--- src/rtl/assert_macros.svh ---
// Assertion helpers shared by the RTL.
`ifndef ASSERT_MACROS_SVH
`define ASSERT_MACROS_SVH

// Same-cycle implication, disabled while reset is asserted.
`define ASSERT_IMPL(lbl, clk, rst_n, ante, cons, msg) \
    lbl: assert property (@(posedge clk) disable iff (!rst_n) (ante) |-> (cons)) \
        else $error(msg);

// Next-cycle implication, disabled while reset is asserted.
`define ASSERT_NEXT(lbl, clk, rst_n, ante, cons, msg) \
    lbl: assert property (@(posedge clk) disable iff (!rst_n) (ante) |=> (cons)) \
        else $error(msg);

`endif

--- src/rtl/ghsp_pkg.sv ---
package ghsp_pkg;

    localparam int CHAR_W  = 8;
    localparam int WORD_W  = 64;
    localparam int COUNT_W = 6;

    localparam logic [COUNT_W-1:0] HEX_LEN   = COUNT_W'(32);
    localparam logic [COUNT_W-1:0] HALF_LEN  = COUNT_W'(16);
    localparam logic [COUNT_W-1:0] NULL_LEN  = COUNT_W'(4);
    localparam logic [COUNT_W-1:0] ZERO_LEN  = COUNT_W'(1);
    localparam logic [COUNT_W-1:0] COUNT_SAT = COUNT_W'(33);

    localparam logic [CHAR_W-1:0] CHAR_ZERO  = 8'h30;
    localparam logic [CHAR_W-1:0] CASE_DELTA = 8'h20;

    // "null" in lower case, one byte per position
    localparam logic [CHAR_W-1:0] NULL_WORD [4] = '{8'h6E, 8'h75, 8'h6C, 8'h6C};

    localparam logic STATUS_OK      = 1'b0;
    localparam logic STATUS_INVALID = 1'b1;

    typedef struct packed {
        logic       is_hex;
        logic [3:0] nibble;
        logic       null_hit;
        logic       is_zero;
    } char_info_t;

    typedef struct packed {
        logic [WORD_W-1:0] high_word;
        logic [WORD_W-1:0] low_word;
        logic              status;
    } result_t;

endpackage

--- src/rtl/ghsp_char_decode.sv ---
module ghsp_char_decode import ghsp_pkg::*;
(
    input  logic [CHAR_W-1:0]  char_code,
    input  logic [COUNT_W-1:0] pos,
    output char_info_t         info
);

    logic [CHAR_W-1:0] want;

    assign want = NULL_WORD[pos[1:0]];

    always_comb
    begin
        info.is_hex = 1'b1;
        info.nibble = 4'd0;
        if (char_code inside {[8'h30:8'h39]})
        begin
            info.nibble = char_code[3:0];
        end
        else if (char_code inside {[8'h61:8'h66], [8'h41:8'h46]})
        begin
            // low nibble of 'a'/'A' is 1, so add 9 to reach 10
            info.nibble = char_code[3:0] + 4'd9;
        end
        else
        begin
            info.is_hex = 1'b0;
        end
        info.null_hit = (char_code == want) || (char_code == (want - CASE_DELTA));
        info.is_zero  = (char_code == CHAR_ZERO);
    end

endmodule

--- config.mk ---
export PLATFORM = sky130hd
export DESIGN_NAME = ghsp_char_decode
export DESIGN_NICKNAME = d
export VERILOG_FILES = /design/src/rtl/assert_macros.svh /design/src/rtl/ghsp_pkg.sv /design/src/rtl/ghsp_char_decode.sv
export SDC_FILE = /design/constraint.sdc
export NUM_CORES = 1
export LEC_CHECK = 0
export ABC_AREA = 1
export ABC_CLOCK_PERIOD_IN_PS = 800
export BUFFER_PORTS_ARGS = -buffer_cell sky130_fd_sc_hd__buf_2
export CORE_AREA = 2 2 39 41
export DETAILED_ROUTE_END_ITERATION = 10
export DIE_AREA = 0 0 41 43
export GPL_TIMING_DRIVEN = 0
export PLACE_DENSITY = 0.55
export RECOVER_POWER = 100
export SLEW_MARGIN = 30
export SYNTH_ARGS = -nofsm -noshare
export SYNTH_HDL_FRONTEND = slang
export SYNTH_SLANG_ARGS = --single-unit
--- constraint.sdc ---
create_clock -name vclk -period 0.8
set_clock_uncertainty 0.2 [all_clocks]
set_input_delay 0 -clock vclk [all_inputs]
set_output_delay 0 -clock vclk [all_outputs]
set_load 0.1 [all_outputs]
# Yosys cells after proc, flatten, opt, wreduce, memory -nomap -nowiden
# Cells that the tools add are included.
dict set report word_totals {
  out_inout_bits 7
  ff_bits 0
}
dict set report classes {
  n_bitwise 1
  n_lt_le_gt_ge 7
  muxes 7
  eq_ne 3
  n_reduce_logical 5
  n_addsub 2
}
# cell n
set op_table {}
lappend op_table {{binary-select mux 8 bit (select 2 bit)} 1}
lappend op_table {{equality test 8 bit} 2}
lappend op_table {{>= comparator 8 x 7 -> 1 bit (second input constant)} 2}
lappend op_table {{<= comparator 8 x 7 -> 1 bit (second input constant)} 2}
lappend op_table {{two-way mux 8 bit} 2}
lappend op_table {{equality test 8 x 6 -> 1 bit (second input constant)} 1}
lappend op_table {{>= comparator 8 x 6 -> 1 bit (second input constant)} 1}
lappend op_table {{<= comparator 8 x 6 -> 1 bit (second input constant)} 1}
lappend op_table {{two-way mux 4 bit} 2}
lappend op_table {{subtractor 8 x 6 -> 8 bit (second input constant)} 1}
lappend op_table {{adder 4 bit (second input constant)} 1}
lappend op_table {{>= comparator 3 bit (second input constant)} 1}
lappend op_table {{logical AND 1 bit} 3}
lappend op_table {{NOT 2 -> 3 bit} 1}
lappend op_table {{two-way mux 1 bit} 2}
lappend op_table {{nonzero test 2 bit} 1}
lappend op_table {{logical OR 1 bit} 1}

# Depth between registers and ports, before layout
# Gate-level depths: netlist of run 1.
dict set report depth {
  depth_word 7
  ltp_mapped 6
  mapped_depth_nobuf 6
}

# Worst setup path after synthesis of run 1
# Ideal clock, no wire load.
dict set report synth_path {
  path_kind {input -> output}
  start {in char_code[7]}
  end {out info[1] (netlist bit)}
  path_buffers 0
  slack_ns -0.930
  t_required_ns 0.600
  t_arrival_ns 1.530
  stages 5
  path_cell_list {nor2_2 -> nand2_1 -> nor2_1 -> nand2_1 -> nor2_1}
}
# element line
set synth_rtl {}
lappend synth_rtl {{start, declared} ghsp_char_decode.sv:3} ;# input logic [CHAR_W-1:0] char_code,
lappend synth_rtl {{end, declared} ghsp_char_decode.sv:5} ;# output char_info_t info

==> results of run 1 <==
[path summary, 6_finish.rpt]
path | endpoint | slack [ns] | cells past startpoint
setup / recovery | info[6] | -0.41 | 8
hold / removal | info[5] | 0.20 | 4
[power breakdown]
group	internal (W)	switching [W]	leakage [nW]	total [W]
registers	0	0	0	0
clock network	0	0	0	0
logic	0.000182	0.000225	0.349	0.000407
total	0.000182	0.000225	0.349	0.000407
[cells by family after synthesis]
logic type                 count (synthesis)
adders and majority gates                  3
AOI/OAI and AO/OA                          4
buffers and inverters                      5
and+or+nand+nor                           34
xor gates and xnor gates                   1
[per-layer routing]
layer  share of wire (%)  track usage (%)  up-vias  routed length, um
met1                  43             19.3      193                441
li1                    -                -      211                  -
met4                   0                0        0                  0
met5                   0                0        -                  0
met3                 5.6                0        0                 57
met2                  51             21.3       10                527
[cells in the mapped netlist, drive strengths merged]
cell type and number:
ha 3, a21oi 1, nand4 1, and3 1, a31oi 1, nor2 11, nor3 1, o21ai 2
inv 5, xor2 1, nand2 13, nand3 7
[layout make-up]
type                            count  area (sq um)
Fill cell                         119           518
Multi-Input combinational cell     42           459
Timing Repair Buffer               27           342
Inverter                            5          45.0
Tap cell                           16          20.0
[timing repair]
item	4_1_cts	5_1_grt
hold buffers	0	0
resized for setup	59	10
endpoints found under the setup margin	7	7
pin swaps	16	5
setup buffers	8	2
[critical path: stages]
cell and delay [ns]:
buf_12 0.11, inv_8 0.05, ha_4 0.14, nor2_4 0.04
o21ai_4 0.25, nand2_2 0.15, nand2_8 0.08, buf_12 0.16
[through the flow]
step	setup TNS, ns	setup WS [ns]	cells
after floorplan	-1.17	-0.192	47
after global placement	-4.84	-0.816	80
after global routing	-2.66	-0.441	90
after CTS	-2.22	-0.404	88
after detailed placement	-4.82	-0.809	80
final	-2.41	-0.407	90
==> impl_metrics.env, run 1 <==
export IMPL_status="finished with violations"
export IMPL_violations="negative setup slack"
export IMPL_n_antenna_cell=0
export IMPL_grt_pass1_vias=388
export IMPL_fin_crit_sh_pct=151
export IMPL_fin_nets=93
export IMPL_final_hold_viol_count=0
export IMPL_firstDrtPassIters=3
export IMPL_syn_area_per_cell_sq_um=5.14
export IMPL_postRouteAntennaNets=0
export IMPL_seq_area_frac_synth_pct=0
export IMPL_irDropWorstVdd_v=0.000187
export IMPL_worstMarginPinSlew_ns=0.293
export IMPL_via_per_inst=4.60
export IMPL_area_sequential_sq_um=0
export IMPL_drive_gt1_share_pct=78.4
export IMPL_leakage_nw=0.349
export IMPL_row_count=14
export IMPL_first_iter_violations=3
export IMPL_drc=0
export IMPL_drt_wirelength_per_cell_um=11.4
export IMPL_grt_max_degree=7
export IMPL_syn2layout_area_growth_pct=259
export IMPL_netlist_area_sq_um=241
export IMPL_io_pins=21
export IMPL_ys_top_cells_by_area="nand2_1 19%, ha_1 16%, nand3_1 15%"
export IMPL_synthSimpleGateAreaFrac_pct=64.2
export IMPL_io_buffers=17
export IMPL_finalCriticalPeriod_ns=1.21
export IMPL_power_w=0.000407
export IMPL_synthAdderAreaFrac_pct=15.5
export IMPL_syn_nets=64
export IMPL_powerDensity_mw_per_mm2=470
export IMPL_cp_startpoint="char_code[0]"
export IMPL_fp_dieW_um=41
export IMPL_synthCells=47
export IMPL_grt_pass1_wl_mm=1.66
export IMPL_die_y_um=43
export IMPL_ys_warn_count=0
export IMPL_timing_fmax_mhz=829
export IMPL_place_area_sq_um=518
export IMPL_crit_type="in -> out"
export IMPL_worstHoldPathType="in -> out"
export IMPL_final_cell_mix="9 x buf_12, 8 x buf_4, 5 x nor2_1, 5 x nor2_4, 5 x buf_6"
export IMPL_die_area_sq_mm=0.00176
export IMPL_setup_ws_ns=-0.407
export IMPL_worstPathMaxFanout=4
export IMPL_final_common_cell="buf_12"
export IMPL_synth_compound_area_share_pct=8.81
export IMPL_drv_cap=0
export IMPL_muxShareOfSynthArea_pct=0
export IMPL_cp_start_kind="input port"
export IMPL_rsz0062_at_grt="true"
export IMPL_gr_total_overflow=0
export IMPL_antenna_found_initial=0
export IMPL_initial_core_util_pct=17.5
export IMPL_cp_required_ns=0.60
export IMPL_synth_xor_area_share_pct=3.63
export IMPL_via_count=414
export IMPL_synth_cell_types=16
export IMPL_utilization_pct=62.6
export IMPL_finalSetupViolCount=7
export IMPL_whs_ns=0.199
export IMPL_synth_top_family_by_area="simple AND/OR/NAND/NOR gates"
export IMPL_slew_headroom_pct=80.4
export IMPL_drv_slew=0
export IMPL_nClkBuffers=0
export IMPL_dp_hpwl_um=661
export IMPL_drt_wl_total_mm=1.03
export IMPL_worstHoldStart="char_code[3]"
export IMPL_track_usage_pct=12.9
export IMPL_yosys_area_top_type="nand2_1"
export IMPL_arrival_ns=1.01
export IMPL_synth_top_area_share_pct=18.7
export IMPL_coreArea_sq_mm=0.00138
export IMPL_place_congestion=0.760
export IMPL_design_area_sq_um=866
export IMPL_worstSetupEndpointType="output pin"
export IMPL_nFlopsAndLatches=0
No activity file was read; power rests on OpenSTA's default activity.
==> run 2: changes to the inputs <==
Settings changed: ABC_CLOCK_PERIOD_IN_PS 800 to 1220, PLACE_DENSITY 0.55 to 0.53.
Clock period 0.8 ns to 1.22 ns, I/O delays scaled along.
==> run 2 against run 1 <==
Effect of this change: the flow still finishes with violations (negative setup slack); hold slack better by 0.025 ns; via count down 1.2%; sequential share of layout area unchanged; final cell count down 3.3%; wire length up 17%; count of clock-buffer cells in the layout unchanged; flip-flop and latch count unchanged; combinational power down 47%; total power down 47%; highest routed layer is now met4.
==> impl_metrics.env, run 2 (same netlist as run 1, synthesis figures left out) <==
export IMPL_pwr_share_comb_pct=100.0
export IMPL_postRouteAntennaNets=0
export IMPL_row_count=14
export IMPL_violations="negative setup slack"
export IMPL_p_seq_share_pct=0
export IMPL_place_area_sq_um=378
export IMPL_syn2layout_area_growth_pct=163
export IMPL_worstMarginPinSlew_ns=0.302
export IMPL_fin_crit_sh_pct=100
export IMPL_die_area_sq_mm=0.00176
export IMPL_cp_slowest_cell="nand4_1"
export IMPL_finalCriticalPeriod_ns=1.22
export IMPL_arrival_ns=1.02
export IMPL_fillers=139
export IMPL_antenna_found_initial=0
export IMPL_busiest_layer="met2"
export IMPL_path_delay_family="simple AND/OR/NAND/NOR gates"
export IMPL_drv_slew=0
export IMPL_dp_hpwl_um=623
export IMPL_via_per_inst=4.70
export IMPL_timing_fmax_mhz=819
export IMPL_final_cell_mix="7 x buf_2, 7 x buf_4, 6 x nor2_1, 6 x nand2_1, 6 x buf_12"
export IMPL_n_antenna_cell=0
export IMPL_via_count=409
export IMPL_io_buffers=17
export IMPL_design_area_sq_um=634
export IMPL_drv_cap=0
export IMPL_critical_path_buf_inv_count=3
export IMPL_die_y_um=43
export IMPL_status="finished with violations"
export IMPL_firstDrtPassIters=4
export IMPL_drc=0
export IMPL_pre_cts_ws_ns=-0.443
export IMPL_multiInputGateArea_sq_um=334
export IMPL_leakage_nw=0.282
export IMPL_hold_buffers=0
export IMPL_p_sw_share_pct=59.1
export IMPL_gr_usage_met3_pct=0
export IMPL_p_sw_w=0.000127
export IMPL_coreArea_sq_mm=0.00138
export IMPL_drive_gt1_share_pct=70.4
export IMPL_setup_ws_ns=-0.000329
export IMPL_p_int_w=0.0000879
export IMPL_track_usage_pct=11.9
export IMPL_fp_dieW_um=41
export IMPL_place_congestion=0.724
export IMPL_final_setup_tns_ns=-0.000329
export IMPL_worstSetupEndpointType="output pin"
export IMPL_area_sequential_sq_um=0
export IMPL_grt_pass1_vias=358
export IMPL_first_iter_violations=9
export IMPL_grt_pass1_wl_mm=1.50
export IMPL_slew_headroom_pct=80.0
export IMPL_cp_required_ns=1.02
export IMPL_gr_total_overflow=0
export IMPL_crit_path_cell_trace="buf_12 -> inv_8 -> ha_4 -> nand4_1 -> nand2_2 -> nand2_2 -> buf_12"
export IMPL_finalSetupViolCount=1
export IMPL_grt_max_degree=7
export IMPL_io_pins=21
export IMPL_nClkBuffers=0
export IMPL_worstPathMaxFanout=4
export IMPL_final_hold_viol_count=0
export IMPL_cpPeakStageDelay_ns=0.24
export IMPL_powerDensity_mw_per_mm2=339
export IMPL_crit_type="in -> out"
export IMPL_drt_wirelength_per_cell_um=13.8
export IMPL_grt_met1_usage_pct=15.2
export IMPL_whs_ns=0.224
export IMPL_initial_core_util_pct=17.5
export IMPL_worstHoldPathType="in -> out"
export IMPL_cp_start_kind="input port"
export IMPL_fin_nets=90
export IMPL_rsz0062_at_grt="true"
export IMPL_nFlopsAndLatches=0
export IMPL_drt_wl_total_mm=1.20
export IMPL_p_clk_share_pct=0
export IMPL_irDropWorstVdd_v=0.000140
export IMPL_grt_use_met2_pct=20.6
run 2: cell types whose count changed in the layout (fill, tap and decap cells not counted), sizes merged:
cell and change:
buf -5, clkbuf +2
run 2: power groups by stage:
stage | logic [W] | clock network (W) | registers (W)
final | 0.000215 | 0 | 0
after floorplan | 0.0000880 | 0 | 0
after CTS | 0.000159 | 0 | 0
after detailed placement | 0.000130 | 0 | 0
after global placement | 0.000128 | 0 | 0
after global routing | 0.000226 | 0 | 0
run 2: routing by layer:
metal / part of all wire [%] / vias up
met1: 40 / 191
met3: 2.8 / 2
met5: 0 / -
li1: - / 206
met2: 55 / 10
met4: 1.3 / 0
run 2: final cells by class:
class | count | share of cell area [%]
Inverter | 5 | 4.93
Tap cell | 16 | 3.16
Timing Repair Buffer | 24 | 39.3
Multi-Input combinational cell | 42 | 52.7
run 2: final timing paths:
check                        start  endpoint  slack, ns  depth (start not counted)
worst max-delay path  char_code[1]   info[6]    -0.0003                          7
worst min-delay path  char_code[0]   info[2]       0.22                          4
run 2: repair_timing:
| item | 4_1_cts | 5_1_grt |
|---|---|---|
| setup endpoints to repair | 6 | 7 |
| pin swaps | 3 | 16 |
| setup buffers | 1 | 6 |
| resized for setup | 27 | 30 |
run 2: metrics by stage:
stage	power, W	std cells	utilization [%]
global placement	0.000128	80	27.3
floorplan	0.0000880	47	-
detailed placement	0.000130	80	27.3
finish	0.000215	87	45.8
CTS	0.000159	81	34.4
global route	0.000226	87	45.8
==> run 3: changes to the inputs <==
Settings changed: CELL_PAD_IN_SITES_DETAIL_PLACEMENT set to 0, CELL_PAD_IN_SITES_GLOBAL_PLACEMENT set to 1, PLACE_DENSITY 0.53 to 0.77.
==> run 3 against run 2 <==
Effect of this change: the run now ends clean; non-clock buffer count fell by 2; via count fell by 5.1%; global-route usage fell by 1.8 points; first-iteration DRC count fell by 11%; maximum frequency rose by 1.3%; total power fell by 10%; hold slack improved by 0.010 ns; highest routed layer is now met3; sequential share of layout area did not move; wire length fell by 10%; largest power group unchanged; flip-flop and latch count did not move; worst setup slack improved by 0.016 ns; critical path depth rose by 1.
==> impl_metrics.env, run 3 (same netlist as run 1, synthesis figures left out) <==
export IMPL_drt_wirelength_per_cell_um=12.7
export IMPL_final_cell_mix="7 x nor2_1, 7 x nand2_1, 7 x buf_2"
export IMPL_worstSetupEndpointType="output pin"
export IMPL_coreArea_sq_mm=0.00138
export IMPL_fp_dieW_um=41
export IMPL_via_count=388
export IMPL_crit_type="in -> out"
export IMPL_track_usage_pct=10.1
export IMPL_worstMarginPinSlew_ns=0.301
export IMPL_die_area_sq_mm=0.00176
export IMPL_power_w=0.000193
export IMPL_timing_fmax_mhz=830
export IMPL_row_count=14
export IMPL_irDropWorstVdd_v=0.000130
export IMPL_grt_pass1_vias=287
export IMPL_area_sequential_sq_um=0
export IMPL_powerDensity_mw_per_mm2=333
export IMPL_drv_cap=0
export IMPL_slew_headroom_pct=80.0
export IMPL_multiInputGateArea_sq_um=314
export IMPL_cp_required_ns=1.02
export IMPL_status="finished clean"
export IMPL_cp_start_kind="input port"
export IMPL_drive_gt1_share_pct=63.8
export IMPL_dp_hpwl_um=618
export IMPL_drt_wl_total_mm=1.08
export IMPL_finalCriticalPeriod_ns=1.20
export IMPL_worstPathMaxFanout=4
export IMPL_grt_pass1_wl_mm=1.27
export IMPL_arrival_ns=1.00
export IMPL_finalSetupViolCount=0
export IMPL_nClkBuffers=0
export IMPL_fillers=149
export IMPL_nFlopsAndLatches=0
export IMPL_via_per_inst=4.56
export IMPL_postRouteAntennaNets=0
export IMPL_hold_depth=4
export IMPL_final_setup_tns_ns=0
export IMPL_syn2layout_area_growth_pct=140
export IMPL_worstHoldPathType="in -> out"
export IMPL_io_pins=21
export IMPL_rsz0062_at_grt="true"
export IMPL_grt_max_degree=7
export IMPL_firstDrtPassIters=4
export IMPL_fin_crit_sh_pct=98.8
export IMPL_n_antenna_cell=0
export IMPL_die_y_um=43
export IMPL_final_hold_viol_count=0
export IMPL_drc=0
export IMPL_gr_total_overflow=0
export IMPL_drv_slew=0
export IMPL_fin_nets=88
export IMPL_first_iter_violations=8
export IMPL_initial_core_util_pct=17.5
export IMPL_place_congestion=0.710
export IMPL_leakage_nw=0.267
export IMPL_antenna_found_initial=0
export IMPL_io_buffers=17
==> run 3: worst max-delay path, stage by stage <==
cell,delay [ns]
buf_6,0.11
inv_4,0.07
buf_6,0.11
a21oi_1,0.07
nor2_2,0.22
nand3_1,0.16
nand2_4,0.10
buf_12,0.17
==> run 3: area by class of cell <==
type	count	share of cell area, %
inverters	5	4.96
repair buffers	22	37.5
well taps	16	3.45
multi-input cells	42	54.1
==> run 3: final timing paths <==
path	from	to	slack, ns
max	char_code[0]	info[3]	0.02
min	char_code[0]	info[2]	0.23
==> run 3: per-layer routing <==
| layer | vias up | GRT usage, % | routed length [um] |
|---|---|---|---|
| met5 | - | 0 | 0 |
| met2 | 12 | 18.1 | 614 |
| li1 | 201 | - | - |
| met3 | 0 | 0.524 | 67 |
| met1 | 175 | 13.3 | 395 |
| met4 | 0 | 0 | 0 |
==> run 3: through the flow <==
stage | worst slack, ns | area [sq um] | utilization [%] | hold WS (ns) | instances
after global placement | -0.404 | 378 | 27.3 | 0.373 | 80
after floorplan | -0.0435 | 273 | - | 0.0938 | 47
after CTS | -0.0347 | 477 | 34.4 | 0.217 | 81
after detailed placement | -0.439 | 378 | 27.3 | 0.373 | 80
final | 0.0152 | 581 | 42.0 | 0.234 | 85
after global routing | -0.0375 | 581 | 42.0 | 0.247 | 85
==> run 3: timing repair <==
action | CTS | global route
setup endpoints to repair | 6 | 7
gates cloned | 0 | 0
hold buffers | 0 | 0
endpoints found under the hold margin | 0 | 0
resized for setup | 27 | 22
pin swaps | 3 | 8
setup buffers | 1 | 4
==> run 3: report_power, final <==
part | switching [W] | total [W] | internal, W
Sequential | 0 | 0 | 0
Clock | 0 | 0 | 0
Combinational | 0.000119 | 0.000193 | 0.0000737
Total | 0.000119 | 0.000193 | 0.0000737
