--- src/rtl/assert_macros.svh ---
// Assertion helpers shared by the RTL.
`ifndef ASSERT_MACROS_SVH
`define ASSERT_MACROS_SVH

// Same-cycle implication, disabled while reset is asserted.
`define ASSERT_IMPL(lbl, clk, rst_n, ante, cons, msg) \
    lbl: assert property (@(posedge clk) disable iff (!rst_n) (ante) |-> (cons)) \
        else $error(msg);

// Next-cycle implication, disabled while reset is asserted.
`define ASSERT_NEXT(lbl, clk, rst_n, ante, cons, msg) \
    lbl: assert property (@(posedge clk) disable iff (!rst_n) (ante) |=> (cons)) \
        else $error(msg);

`endif

--- src/rtl/ghsp_pkg.sv ---
package ghsp_pkg;

    localparam int CHAR_W  = 8;
    localparam int WORD_W  = 64;
    localparam int COUNT_W = 6;

    localparam logic [COUNT_W-1:0] HEX_LEN   = COUNT_W'(32);
    localparam logic [COUNT_W-1:0] HALF_LEN  = COUNT_W'(16);
    localparam logic [COUNT_W-1:0] NULL_LEN  = COUNT_W'(4);
    localparam logic [COUNT_W-1:0] ZERO_LEN  = COUNT_W'(1);
    localparam logic [COUNT_W-1:0] COUNT_SAT = COUNT_W'(33);

    localparam logic [CHAR_W-1:0] CHAR_ZERO  = 8'h30;
    localparam logic [CHAR_W-1:0] CASE_DELTA = 8'h20;

    // "null" in lower case, one byte per position
    localparam logic [CHAR_W-1:0] NULL_WORD [4] = '{8'h6E, 8'h75, 8'h6C, 8'h6C};

    localparam logic STATUS_OK      = 1'b0;
    localparam logic STATUS_INVALID = 1'b1;

    typedef struct packed {
        logic       is_hex;
        logic [3:0] nibble;
        logic       null_hit;
        logic       is_zero;
    } char_info_t;

    typedef struct packed {
        logic [WORD_W-1:0] high_word;
        logic [WORD_W-1:0] low_word;
        logic              status;
    } result_t;

endpackage

--- src/rtl/ghsp_string_acc.sv ---
module ghsp_string_acc import ghsp_pkg::*;
(
    input  logic               clk,
    input  logic               rst_n,
    input  logic               step,
    input  logic               no_char,
    input  logic               last,
    input  char_info_t         info,
    output logic [COUNT_W-1:0] pos,
    output result_t            res
);

    logic [COUNT_W-1:0] count_reg, count_upd, count_next;
    logic [WORD_W-1:0]  high_reg, high_upd, high_next;
    logic [WORD_W-1:0]  low_reg, low_upd, low_next;
    logic               bad_reg, bad_upd, bad_next;
    logic               null_reg, null_upd, null_next;
    logic               zero_reg, zero_upd, zero_next;

    assign pos = count_reg;

    // fold one character into the running string state
    always_comb
    begin
        count_upd = count_reg;
        high_upd  = high_reg;
        low_upd   = low_reg;
        bad_upd   = bad_reg;
        null_upd  = null_reg;
        zero_upd  = zero_reg;
        if (!no_char)
        begin
            if (count_reg < HEX_LEN)
            begin
                if (!info.is_hex)
                    bad_upd = 1'b1;
                if (count_reg < HALF_LEN)
                    high_upd = {high_reg[WORD_W-5:0], (info.is_hex ? info.nibble : 4'd0)};
                else
                    low_upd = {low_reg[WORD_W-5:0], (info.is_hex ? info.nibble : 4'd0)};
            end
            if (count_reg < NULL_LEN && !info.null_hit)
                null_upd = 1'b0;
            if (count_reg == '0)
                zero_upd = info.is_zero;
            if (count_reg < COUNT_SAT)
                count_upd = count_reg + COUNT_W'(1);
        end
    end

    always_comb
    begin
        res.high_word = '0;
        res.low_word  = '0;
        res.status    = STATUS_INVALID;
        if (count_upd == HEX_LEN)
        begin
            if (!bad_upd)
            begin
                res.high_word = high_upd;
                res.low_word  = low_upd;
                res.status    = STATUS_OK;
            end
        end
        else if (count_upd == ZERO_LEN && zero_upd)
            res.status = STATUS_OK;
        else if (count_upd == NULL_LEN && null_upd)
            res.status = STATUS_OK;
    end

    // clear after the final character so the next string starts fresh
    always_comb
    begin
        count_next = count_reg;
        high_next  = high_reg;
        low_next   = low_reg;
        bad_next   = bad_reg;
        null_next  = null_reg;
        zero_next  = zero_reg;
        if (step)
        begin
            if (last)
            begin
                count_next = '0;
                high_next  = '0;
                low_next   = '0;
                bad_next   = 1'b0;
                null_next  = 1'b1;
                zero_next  = 1'b0;
            end
            else
            begin
                count_next = count_upd;
                high_next  = high_upd;
                low_next   = low_upd;
                bad_next   = bad_upd;
                null_next  = null_upd;
                zero_next  = zero_upd;
            end
        end
    end

    always_ff @(posedge clk or negedge rst_n)
    begin
        if (!rst_n)
        begin
            count_reg <= '0;
            high_reg  <= '0;
            low_reg   <= '0;
            bad_reg   <= 1'b0;
            null_reg  <= 1'b1;
            zero_reg  <= 1'b0;
        end
        else
        begin
            count_reg <= count_next;
            high_reg  <= high_next;
            low_reg   <= low_next;
            bad_reg   <= bad_next;
            null_reg  <= null_next;
            zero_reg  <= zero_next;
        end
    end

endmodule

--- config.mk ---
export PLATFORM = sky130hd
export DESIGN_NAME = ghsp_string_acc
export DESIGN_NICKNAME = d
export VERILOG_FILES = /design/src/rtl/assert_macros.svh /design/src/rtl/ghsp_pkg.sv /design/src/rtl/ghsp_string_acc.sv
export SDC_FILE = /design/constraint.sdc
export NUM_CORES = 1
export LEC_CHECK = 0
export ABC_AREA = 0
export BUFFER_PORTS_ARGS = -buffer_cell sky130_fd_sc_hd__buf_2
export CAP_MARGIN = 5
export CELL_PAD_IN_SITES_DETAIL_PLACEMENT = 0
export CELL_PAD_IN_SITES_GLOBAL_PLACEMENT = 2
export CORE_ASPECT_RATIO = 1.4
export CORE_UTILIZATION = 37
export CTS_CLUSTER_DIAMETER = 50
export CTS_CLUSTER_SIZE = 12
export DETAILED_ROUTE_END_ITERATION = 7
export PLACE_DENSITY = 0.95
export SYNTH_ARGS = -nofsm -noshare
export SYNTH_HDL_FRONTEND = slang
export SYNTH_SLANG_ARGS = --single-unit
--- constraint.sdc ---
create_clock -name clk -period 10.28 [get_ports clk]
set_clock_uncertainty 0.2 [all_clocks]
set_input_delay 3.084 -clock clk [delete_from_list [all_inputs] [get_ports clk]]
set_output_delay 3.084 -clock clk [all_outputs]
set_load 0.02 [all_outputs]
=== After elaboration in Yosys (flattened, before gate mapping) ===
Index checks and enable logic that the tools add are counted.

* Register bits after elaboration: 137
* Bits of input ports: 12
* Output and inout port bits: 135
* Word-level logic and storage cells: 46

* $add $sub $neg: 1
* Order comparisons: 4
* Equality and inequality tests: 3
* Multiplexer cells: 27
* Reduce and logical (&&, ||, !) cells: 5

{| class="wikitable"
|+ Operators by type and width
! kind !! count
|-
| $mux 64 || 8
|-
| $mux 129 || 1
|-
| $mux 128 || 1
|-
| $mux 6 || 3
|-
| $mux 1 || 13
|-
| $lt 6x6->1 const B || 2
|-
| $add 6x1->6 const B || 1
|-
| $eq 6x1->1 const B || 1
|-
| $eq 6x3->1 const B || 1
|-
| $eq 6x6->1 const B || 1
|-
| $logic_not 6->1 || 1
|-
| $lt 6x3->1 const B || 1
|-
| $lt 6x5->1 const B || 1
|-
| $mux 4 || 1
|-
| $logic_and 1x1->1 || 3
|-
| $logic_not 1->1 || 1
|}

=== Logic depth before layout (Yosys ltp) ===
Gate-level depths: netlist (run 1).

* Depth in word-level cells: 8
* Gate-level depth with buffers: 10
* Gate-level depth less buffers: 7

=== Least setup slack after synthesis (run 1) ===
Ideal clock, no wire load.

* Path type: input-to-output
* Start point: input port info[6] in the netlist's numbering
* End point: output port res[118] in the netlist's numbering
* Data arrival time: 4.765 ns
* Data required time: 6.996 ns
* Slack: 2.231 ns
* Cell stages on the path: 8
* Path buffers: 3
* Cell sequence: clkbuf_1 inv_1 o31a_1 nor4_2 o211ai_4 buf_6 buf_6 a21oi_1

{| class="wikitable"
|+ RTL lines
! element !! line !! text
|-
| from (decl) || ghsp_string_acc.sv:8 || <nowiki>input char_info_t info,</nowiki>
|-
| to (decl) || ghsp_string_acc.sv:10 || <nowiki>output result_t res</nowiki>
|}

==> flow_summary.html, run 1 <==
<table>
<tr><th>Metric</th><th>Value</th></tr>
<tr><th colspan="2">Cells and area</th></tr>
<tr><td>Fraction of layout cells with a size suffix above 1</td><td>33.0%</td></tr>
<tr><td>Count of nets after finishing</td><td>923</td></tr>
<tr><td>Layout fillers</td><td>2021</td></tr>
<tr><td>P&amp;R area growth vs syn</td><td>17.5%</td></tr>
<tr><td>Commonest cells after routing, fill and taps aside</td><td>sky130_fd_sc_hd__nand2_1, sky130_fd_sc_hd__buf_2, sky130_fd_sc_hd__dfrtp_1</td></tr>
<tr><td>Number of antenna diodes</td><td>0</td></tr>
<tr><td>Most common library cell in the layout ignoring fill and taps</td><td>sky130_fd_sc_hd__nand2_1</td></tr>
<tr><td>Post-route non-filler standard cell count</td><td>1172</td></tr>
<tr><td>Core Util, Final</td><td>44.7%</td></tr>
<tr><th colspan="2">STA</th></tr>
<tr><td>Setup total negative slack</td><td>0 ns</td></tr>
<tr><td>Total count of hold-check failures in the final report</td><td>0</td></tr>
<tr><td>Highest attainable clock frequency</td><td>118 MHz</td></tr>
<tr><td>Final clock period utilization by the worst path</td><td>82.6%</td></tr>
<tr><td>Setup violations, final</td><td>0</td></tr>
<tr><td>Worst Hold Slack</td><td>0.284 ns</td></tr>
<tr><td>Worst-case headroom to the max-slew limit</td><td>34.5%</td></tr>
<tr><td>Worst Max-Slew Pin Slew</td><td>0.979 ns</td></tr>
<tr><td>Min Tclk post-route</td><td>8.49 ns</td></tr>
<tr><td>Setup repair after global routing missed its margin</td><td>false</td></tr>
<tr><td>Final number of max-transition violations</td><td>0</td></tr>
<tr><th colspan="2">Worst setup path</th></tr>
<tr><td>Kind of start point of the critical path</td><td>primary input</td></tr>
<tr><td>Sort of element at the end of the critical path</td><td>output pin</td></tr>
<tr><td>Highest fanout seen on the critical path</td><td>38</td></tr>
<tr><td>Required time worst endpoint</td><td>7.00 ns</td></tr>
<tr><td>Critical register-to-register path startpoint</td><td>pos[5]</td></tr>
<tr><td>Endpoint arrival time on the critical path</td><td>5.21 ns</td></tr>
<tr><td>Source of the critical timing path</td><td>no_char</td></tr>
<tr><td>Crit Path Category</td><td>in -&gt; out</td></tr>
<tr><th colspan="2">Route</th></tr>
<tr><td>Vias per inst</td><td>5.51</td></tr>
<tr><td>Post-DR wirelength/cell</td><td>17.5 um</td></tr>
<tr><td>Total number of vias</td><td>6462</td></tr>
<tr><td>First-pass iteration count of the detailed router</td><td>5</td></tr>
<tr><td>Total detailed-routing wirelength</td><td>20500 um</td></tr>
<tr><td>DRC viols</td><td>0</td></tr>
<tr><td>Violation count after the first detailed-route iteration</td><td>543</td></tr>
<tr><td>Remaining antenna violation count after routing</td><td>0</td></tr>
<tr><th colspan="2">Floorplanning</th></tr>
<tr><td>Site Rows</td><td>61</td></tr>
<tr><td>Initial core utilization</td><td>38.0%</td></tr>
<tr><td>CORE AREA</td><td>0.0200 mm^2</td></tr>
<tr><td>Die Y</td><td>172 um</td></tr>
<tr><td>Die extent in x</td><td>123 um</td></tr>
<tr><td>Full die area</td><td>0.0211 mm^2</td></tr>
<tr><td>Number of top-level pins</td><td>147</td></tr>
<tr><th colspan="2">Global route</th></tr>
<tr><td>Global route total overflow</td><td>0</td></tr>
<tr><td>Maximum number of pins on one net before global-route repair</td><td>91</td></tr>
<tr><td>Antenna violations before repair</td><td>0</td></tr>
<tr><td>Global-route wire length before repair</td><td>32400 um</td></tr>
<tr><td>Total GRT Usage</td><td>19.6%</td></tr>
<tr><td>Via count of the first global-routing pass</td><td>5865</td></tr>
<tr><th colspan="2">Placed design</th></tr>
<tr><td>Routability Congestion</td><td>0.858</td></tr>
<tr><td>Quantity of I/O buffers inserted on ports</td><td>146</td></tr>
<tr><td>Post-detailed-placement half-perimeter wirelength</td><td>12300 um</td></tr>
<tr><td>Total placed cells including tap cells</td><td>1141</td></tr>
<tr><th colspan="2">Logic synthesis</th></tr>
<tr><td>Share of the yosys chip area belonging to registers</td><td>45.1%</td></tr>
<tr><td>Number of warnings reported in the yosys synthesis log</td><td>0</td></tr>
<tr><td>Count of flip-flops with a built-in enable after synthesis</td><td>0</td></tr>
<tr><td>Number of synthesized register bits</td><td>137</td></tr>
<tr><td>Gate count after technology mapping</td><td>808</td></tr>
<tr><td>Post-synthesis compound-gate area fraction</td><td>31.6%</td></tr>
<tr><td>Main combinational cell family by area after synthesis</td><td>compound AO/OA/AOI/OAI gates</td></tr>
<tr><td>Synthesized-area fraction occupied by xor and xnor cells</td><td>0%</td></tr>
<tr><td>Share of synthesized cell area in and, or, nand and nor gates</td><td>15.6%</td></tr>
<tr><td>Main synth FF type</td><td>sky130_fd_sc_hd__dfrtp_1</td></tr>
<tr><td>Netlist area before placement</td><td>0.00761 mm^2</td></tr>
<tr><td>Mapped Avg Cell Area</td><td>9.41 um^2</td></tr>
<tr><td>Multiplexer area fraction after synthesis</td><td>0.395%</td></tr>
<tr><td>Count of cell types in the netlist</td><td>44</td></tr>
<tr><td>Post-synth ARST share</td><td>100%</td></tr>
<tr><td>Syn_nets</td><td>823</td></tr>
<tr><td>Adder-cell share of the synthesized area</td><td>0.493%</td></tr>
<tr><th colspan="2">Power</th></tr>
<tr><td>Total leakage power</td><td>3.75 nW</td></tr>
<tr><td>VDD IR-drop max</td><td>0.0924 mV</td></tr>
<tr><td>Power share of the sequential group</td><td>43.4%</td></tr>
<tr><td>Internal power summed over all cells</td><td>0.000979 W</td></tr>
<tr><td>Overall power after layout</td><td>0.00127 W</td></tr>
<tr><td>Portion of total power attributed to the clock network</td><td>51.2%</td></tr>
<tr><td>Switching share of power</td><td>22.7%</td></tr>
<tr><td>Part of the power in combinational logic</td><td>5.4%</td></tr>
<tr><td>Switching power total</td><td>0.000287 W</td></tr>
<tr><td>Total power density per cell area</td><td>142 mW/mm^2</td></tr>
<tr><th colspan="2">Clocking</th></tr>
<tr><td>Clk Tree Root Cell</td><td>sky130_fd_sc_hd__clkbuf_16</td></tr>
<tr><td>Latest clock arrival within the worst-skew pair</td><td>0.41 ns</td></tr>
<tr><td>CTS Buffer Depth</td><td>2</td></tr>
<tr><td>Number of buffers inserted during clock tree synthesis</td><td>17</td></tr>
<tr><td>Total of cells resized after clock tree synthesis</td><td>0</td></tr>
<tr><td>Setup repair bufs after CTS</td><td>0</td></tr>
<tr><td>Clock tree from TritonCTS</td><td>yes</td></tr>
<tr><td>Htree depth</td><td>4</td></tr>
<tr><td>Post-cts hold buffer count</td><td>0</td></tr>
<tr><td>Sink count of the clock tree</td><td>137</td></tr>
<tr><td>Clock edge transition at the registers on the reported setup and hold paths</td><td>0.05 ns</td></tr>
<tr><th colspan="2">Worst hold path</th></tr>
<tr><td>Worst min path class</td><td>reg -&gt; reg</td></tr>
<tr><td>Worst min-delay path startpoint</td><td>high_reg[63]</td></tr>
<tr><th colspan="2">Status</th></tr>
<tr><td>Result of the run</td><td>complete, no violations</td></tr>
<tr><th colspan="2">Run</th></tr>
<tr><td>Max Cap Violations</td><td>0</td></tr>
</table>
==> per-layer routing <==
metal  vias up  wire, um  track usage [%]
li1       3052         -                -
met1      3203      9490             28.4
met2       186      9760             29.6
met3        21       958             3.51
met4         0       270             6.23
met5         -         0                0
==> through the flow <==
stage | worst slack, ns | area [um^2]
floorplan | 2.23 | 7610
global placement | 1.80 | 8310
detailed placement | 1.79 | 8310
CTS | 1.78 | 8940
global route | 1.61 | 8940
finish | 1.79 | 8940
==> critical path: stages <==
cell and delay, ns:
sky130_fd_sc_hd__buf_2 0.17, sky130_fd_sc_hd__nor2_1 0.35, sky130_fd_sc_hd__and2_2 0.75, sky130_fd_sc_hd__buf_4 0.41, sky130_fd_sc_hd__nand2_1 0.11, sky130_fd_sc_hd__a21oi_2 0.12
sky130_fd_sc_hd__buf_2 0.18
==> synthesized netlist by cell type, types with 2 or more instances <==
library cell	instances	area [um^2]
sky130_fd_sc_hd__a21oi_2	100	876
sky130_fd_sc_hd__nor2_1	7	26.3
sky130_fd_sc_hd__clkbuf_1	56	210
sky130_fd_sc_hd__nand2_1	251	942
sky130_fd_sc_hd__or3_1	2	12.5
sky130_fd_sc_hd__o21ai_0	5	25.0
sky130_fd_sc_hd__o31a_1	3	26.3
sky130_fd_sc_hd__a31oi_1	2	12.5
sky130_fd_sc_hd__nor3_1	4	20.0
sky130_fd_sc_hd__a21oi_1	35	175
sky130_fd_sc_hd__nand3_1	14	70.1
sky130_fd_sc_hd__o21ai_1	2	10.0
sky130_fd_sc_hd__ha_1	3	37.5
sky130_fd_sc_hd__nor4_2	2	25.0
sky130_fd_sc_hd__a22o_1	120	1050
sky130_fd_sc_hd__a21o_1	2	15.0
sky130_fd_sc_hd__a2111oi_0	2	17.5
sky130_fd_sc_hd__inv_1	6	22.5
sky130_fd_sc_hd__a32o_1	9	90.1
sky130_fd_sc_hd__buf_6	3	33.8
sky130_fd_sc_hd__buf_12	11	220
sky130_fd_sc_hd__mux2i_1	3	30.0
sky130_fd_sc_hd__dfrtp_1	136	3400
sky130_fd_sc_hd__buf_2	6	30.0
sky130_fd_sc_hd__nor2b_1	2	12.5
sky130_fd_sc_hd__nand2b_1	4	25.0
==> worst paths after layout <==
path                                endpoint  slack, ns  cells after the start
max in group asynchronous        low_reg[41]       6.14                      2
worst min register to register  high_reg[63]       0.28                      1
worst max-delay path                 res[51]       1.79                      7
min in group asynchronous       high_reg[28]       2.54                      1
worst min-delay path            high_reg[63]       0.28                      1
worst max register to register   low_reg[11]       6.97                      6
==> final cells by class <==
| class | count | area, um^2 | area share (%) |
|---|---|---|---|
| clock buffers | 20 | 457 | 5.11 |
| repair buffers | 157 | 832 | 9.31 |
| clock inverters | 11 | 171 | 1.92 |
| inverters | 6 | 22.5 | 0.252 |
| flip-flops and latches | 137 | 3430 | 38.4 |
| multi-input cells | 589 | 3710 | 41.5 |
| well taps | 252 | 315 | 3.53 |
==> power groups by stage <==
stage	sequential (W)	clock, W	combinational [W]
5_1_grt	0.000550	0.000683	0.0000765
4_1_cts	0.000549	0.000664	0.0000700
6_report	0.000549	0.000648	0.0000686
3_3_place_gp	0.000559	0	0.0000695
3_5_place_dp	0.000559	0	0.0000699
2_1_floorplan	0.000558	0	0.0000415
==> cells by family (layout without fill, tap and decap cells) <==
logic type	count (synthesis)	count (layout)
adder cells (fa/ha/maj)	3	3
flip-flops	137	137
AND/OR/NAND/NOR	293	293
multiplexers	3	3
buffers and inverters	82	194
AO/OA/AOI/OAI	290	290
Note: power is estimated with default switching activity, not from simulation.
==> run 2, diff against run 1 <==
--- a/config.mk
+++ b/config.mk
@@ -11,11 +11,11 @@
 export CELL_PAD_IN_SITES_DETAIL_PLACEMENT = 0
 export CELL_PAD_IN_SITES_GLOBAL_PLACEMENT = 2
 export CORE_ASPECT_RATIO = 1.4
-export CORE_UTILIZATION = 37
+export CORE_UTILIZATION = 34
 export CTS_CLUSTER_DIAMETER = 50
 export CTS_CLUSTER_SIZE = 12
 export DETAILED_ROUTE_END_ITERATION = 7
-export PLACE_DENSITY = 0.95
+export PLACE_DENSITY = 0.91
 export SYNTH_ARGS = -nofsm -noshare
 export SYNTH_HDL_FRONTEND = slang
 export SYNTH_SLANG_ARGS = --single-unit
==> constraint.sdc (replaced) <==
create_clock -name clk -period 8.2 [get_ports clk]
set_clock_uncertainty 0.2 [all_clocks]
set_input_delay 2.46 -clock clk [delete_from_list [all_inputs] [get_ports clk]]
set_output_delay 2.46 -clock clk [all_outputs]
set_load 0.02 [all_outputs]
==> flow_summary.html, run 2 (synthesized netlist as in run 1, its figures left out) <==
<table>
<tr><th>Metric</th><th>Value</th></tr>
<tr><th colspan="2">Floorplanning</th></tr>
<tr><td>Die extent in x</td><td>128 um (was 123 um)</td></tr>
<tr><td>Initial core utilization</td><td>34.7% (was 38.0%)</td></tr>
<tr><td>Full die area</td><td>0.0230 mm^2 (was 0.0211 mm^2)</td></tr>
<tr><td>CORE AREA</td><td>0.0219 mm^2 (was 0.0200 mm^2)</td></tr>
<tr><td>Die Y</td><td>179 um (was 172 um)</td></tr>
<tr><td>Number of top-level pins</td><td>147 (unchanged)</td></tr>
<tr><td>Site Rows</td><td>64 (was 61)</td></tr>
<tr><th colspan="2">STA</th></tr>
<tr><td>Setup total negative slack</td><td>0 ns (unchanged)</td></tr>
<tr><td>Total count of hold-check failures in the final report</td><td>0 (unchanged)</td></tr>
<tr><td>Worst-case headroom to the max-slew limit</td><td>37.8% (was 34.5%)</td></tr>
<tr><td>Highest attainable clock frequency</td><td>137 MHz</td></tr>
<tr><td>Final clock period utilization by the worst path</td><td>89.1%</td></tr>
<tr><td>Setup repair after global routing missed its margin</td><td>false (unchanged)</td></tr>
<tr><td>Min Tclk post-route</td><td>7.31 ns</td></tr>
<tr><td>Final number of max-transition violations</td><td>0 (unchanged)</td></tr>
<tr><td>Worst Max-Slew Pin Slew</td><td>0.933 ns (was 0.979 ns)</td></tr>
<tr><td>Setup violations, final</td><td>0 (unchanged)</td></tr>
<tr><th colspan="2">Run</th></tr>
<tr><td>Max Cap Violations</td><td>0 (unchanged)</td></tr>
<tr><th colspan="2">Placed design</th></tr>
<tr><td>Routability Congestion</td><td>0.795 (was 0.858)</td></tr>
<tr><td>Quantity of I/O buffers inserted on ports</td><td>146 (unchanged)</td></tr>
<tr><td>Post-detailed-placement half-perimeter wirelength</td><td>13200 um (was 12300 um)</td></tr>
<tr><th colspan="2">Route</th></tr>
<tr><td>Total detailed-routing wirelength</td><td>21400 um (was 20500 um)</td></tr>
<tr><td>Total number of vias</td><td>6445 (was 6462)</td></tr>
<tr><td>Post-DR wirelength/cell</td><td>17.6 um (was 17.5 um)</td></tr>
<tr><td>First-pass iteration count of the detailed router</td><td>4 (was 5)</td></tr>
<tr><td>Vias per inst</td><td>5.28 (was 5.51)</td></tr>
<tr><td>DRC viols</td><td>0 (unchanged)</td></tr>
<tr><td>Violation count after the first detailed-route iteration</td><td>576 (was 543)</td></tr>
<tr><td>Remaining antenna violation count after routing</td><td>0 (unchanged)</td></tr>
<tr><th colspan="2">Cells and area</th></tr>
<tr><td>Most common library cell in the layout ignoring fill and taps</td><td>sky130_fd_sc_hd__nand2_1 (unchanged)</td></tr>
<tr><td>Fraction of layout cells with a size suffix above 1</td><td>33.2% (was 33.0%)</td></tr>
<tr><td>Area occupied by registers</td><td>0.00343 mm^2 (unchanged)</td></tr>
<tr><td>Number of antenna diodes</td><td>0 (unchanged)</td></tr>
<tr><td>Commonest cells after routing, fill and taps aside</td><td>sky130_fd_sc_hd__nand2_1, sky130_fd_sc_hd__buf_2, sky130_fd_sc_hd__dfrtp_1 (unchanged)</td></tr>
<tr><td>P&amp;R area growth vs syn</td><td>18.3% (was 17.5%)</td></tr>
<tr><td>Multi-input logic area</td><td>0.00371 mm^2 (unchanged)</td></tr>
<tr><td>Layout fillers</td><td>2257 (was 2021)</td></tr>
<tr><td>Count of nets after finishing</td><td>926 (was 923)</td></tr>
<tr><th colspan="2">Power</th></tr>
<tr><td>Total power density per cell area</td><td>172 mW/mm^2 (was 142 mW/mm^2)</td></tr>
<tr><td>Total leakage power</td><td>3.76 nW (was 3.75 nW)</td></tr>
<tr><td>Overall power after layout</td><td>0.00155 W (was 0.00127 W)</td></tr>
<tr><td>VDD IR-drop max</td><td>0.136 mV (was 0.0924 mV)</td></tr>
<tr><th colspan="2">Clocking</th></tr>
<tr><td>Sink count of the clock tree</td><td>137 (unchanged)</td></tr>
<tr><td>CTS Buffer Depth</td><td>2 (unchanged)</td></tr>
<tr><td>Latest clock arrival within the worst-skew pair</td><td>0.42 ns (was 0.41 ns)</td></tr>
<tr><td>Number of buffers inserted during clock tree synthesis</td><td>17 (unchanged)</td></tr>
<tr><td>Htree depth</td><td>4 (unchanged)</td></tr>
<tr><td>Setup repair bufs after CTS</td><td>0 (unchanged)</td></tr>
<tr><td>Clock tree from TritonCTS</td><td>yes (unchanged)</td></tr>
<tr><td>Post-cts hold buffer count</td><td>0 (unchanged)</td></tr>
<tr><td>Clk Tree Root Cell</td><td>sky130_fd_sc_hd__clkbuf_16 (unchanged)</td></tr>
<tr><td>Total of cells resized after clock tree synthesis</td><td>0 (unchanged)</td></tr>
<tr><td>Clock edge transition at the registers on the reported setup and hold paths</td><td>0.05 ns (about the same)</td></tr>
<tr><th colspan="2">Worst setup path</th></tr>
<tr><td>End of the worst register-to-register path</td><td>low_reg[50] (was low_reg[11])</td></tr>
<tr><td>Highest fanout seen on the critical path</td><td>52 (was 38)</td></tr>
<tr><td>Critical register-to-register path startpoint</td><td>pos[5] (unchanged)</td></tr>
<tr><td>Count of cells along the worst register-to-register path</td><td>6 (unchanged)</td></tr>
<tr><td>Kind of start point of the critical path</td><td>primary input (unchanged)</td></tr>
<tr><td>Reg2Reg Setup Slack</td><td>5.20 ns (was 6.97 ns)</td></tr>
<tr><td>Crit Path Category</td><td>in -&gt; out (unchanged)</td></tr>
<tr><td>Sort of element at the end of the critical path</td><td>output pin (unchanged)</td></tr>
<tr><td>Required time worst endpoint</td><td>5.54 ns (was 7.00 ns)</td></tr>
<tr><td>Endpoint arrival time on the critical path</td><td>4.65 ns (was 5.21 ns)</td></tr>
<tr><th colspan="2">Global route</th></tr>
<tr><td>Global routing met3 resource utilization</td><td>3.19% (was 3.51%)</td></tr>
<tr><td>Total GRT Usage</td><td>19.2% (was 19.6%)</td></tr>
<tr><td>Global routing met2 resource utilization</td><td>30.3% (was 29.6%)</td></tr>
<tr><td>Global route total overflow</td><td>0 (unchanged)</td></tr>
<tr><td>Via count of the first global-routing pass</td><td>6142 (was 5865)</td></tr>
<tr><td>Met1 Use GR</td><td>27.1% (was 28.4%)</td></tr>
<tr><td>Global-route wire length before repair</td><td>34700 um (was 32400 um)</td></tr>
<tr><td>Antenna violations before repair</td><td>0 (unchanged)</td></tr>
<tr><td>Maximum number of pins on one net before global-route repair</td><td>73 (was 91)</td></tr>
<tr><td>Layer with the highest usage</td><td>met2 (unchanged)</td></tr>
<tr><th colspan="2">Worst hold path</th></tr>
<tr><td>Worst min-delay path startpoint</td><td>high_reg[62] (was high_reg[63])</td></tr>
<tr><td>Number of instances on the worst hold path</td><td>1 (unchanged)</td></tr>
<tr><td>Hold-critical path endpoint</td><td>high_reg[62] (was high_reg[63])</td></tr>
<tr><td>Worst min path class</td><td>reg -&gt; reg (unchanged)</td></tr>
<tr><th colspan="2">Status</th></tr>
<tr><td>Result of the run</td><td>complete, no violations (unchanged)</td></tr>
</table>
run 2: cell types whose count changed in the layout (fill, tap and decap cells not counted):
cell                        previous run  this run
sky130_fd_sc_hd__clkbuf_1              1         2
sky130_fd_sc_hd__clkinv_2              2         4
sky130_fd_sc_hd__bufinv_16             4         3
sky130_fd_sc_hd__buf_4                10        11
sky130_fd_sc_hd__buf_12                1         3
sky130_fd_sc_hd__clkbuf_8              2         0
sky130_fd_sc_hd__clkinv_4              3         2
sky130_fd_sc_hd__inv_6                 0         1
run 2: cell type report:
cell class                 count  area share (%)
multi-input combinational    589            41.2
sequential                   137            38.1
timing repair buffer         160            9.78
clock buffer                  19            4.81
tap                          297            4.13
clock inverter                12            1.68
inverter                       6           0.250
run 2: worst max path at each step:
stage / startpoint / endpoint
after floorplan: info[6] / res[118]
after global placement: info[6] / res[128]
after detailed placement: info[6] / res[128]
after CTS: info[6] / res[128]
after global routing: info[6] / res[6]
final: info[6] / res[6]
run 2: routing by layer:
layer	vias to the layer above	wire length (um)
met5	-	0
met4	0	298
met3	17	771
met2	144	10400
met1	3226	9970
li1	3058	-
run 2: power breakdown:
group / switching [W] / leakage [nW] / internal (W)
Combinational: 0.0000653 / 1.57 / 0.0000216
Clock: 0.000296 / 0.283 / 0.000476
Sequential: 0.00000663 / 1.91 / 0.000682
run 2: metrics by stage:
step                utilization (%)  cell area [um^2]  instances  setup WS (ns)  hold slack (ns)
detailed placement             38.3              8410       1189          0.890            0.266
floorplan                         -              7610        808           1.40            0.249
CTS                            41.0              9000       1220          0.900            0.278
finish                         41.0              9000       1220          0.892            0.276
global placement               38.3              8410       1189          0.931            0.260
global route                   41.0              9000       1220          0.810            0.296
run 2: critical path, cell delays in order:
cell	delay, ns
sky130_fd_sc_hd__buf_2	0.32
sky130_fd_sc_hd__inv_1	0.10
sky130_fd_sc_hd__o31a_1	0.32
sky130_fd_sc_hd__nor4_2	0.34
sky130_fd_sc_hd__o211ai_4	0.26
sky130_fd_sc_hd__buf_12	0.26
sky130_fd_sc_hd__a21oi_1	0.27
sky130_fd_sc_hd__buf_2	0.21
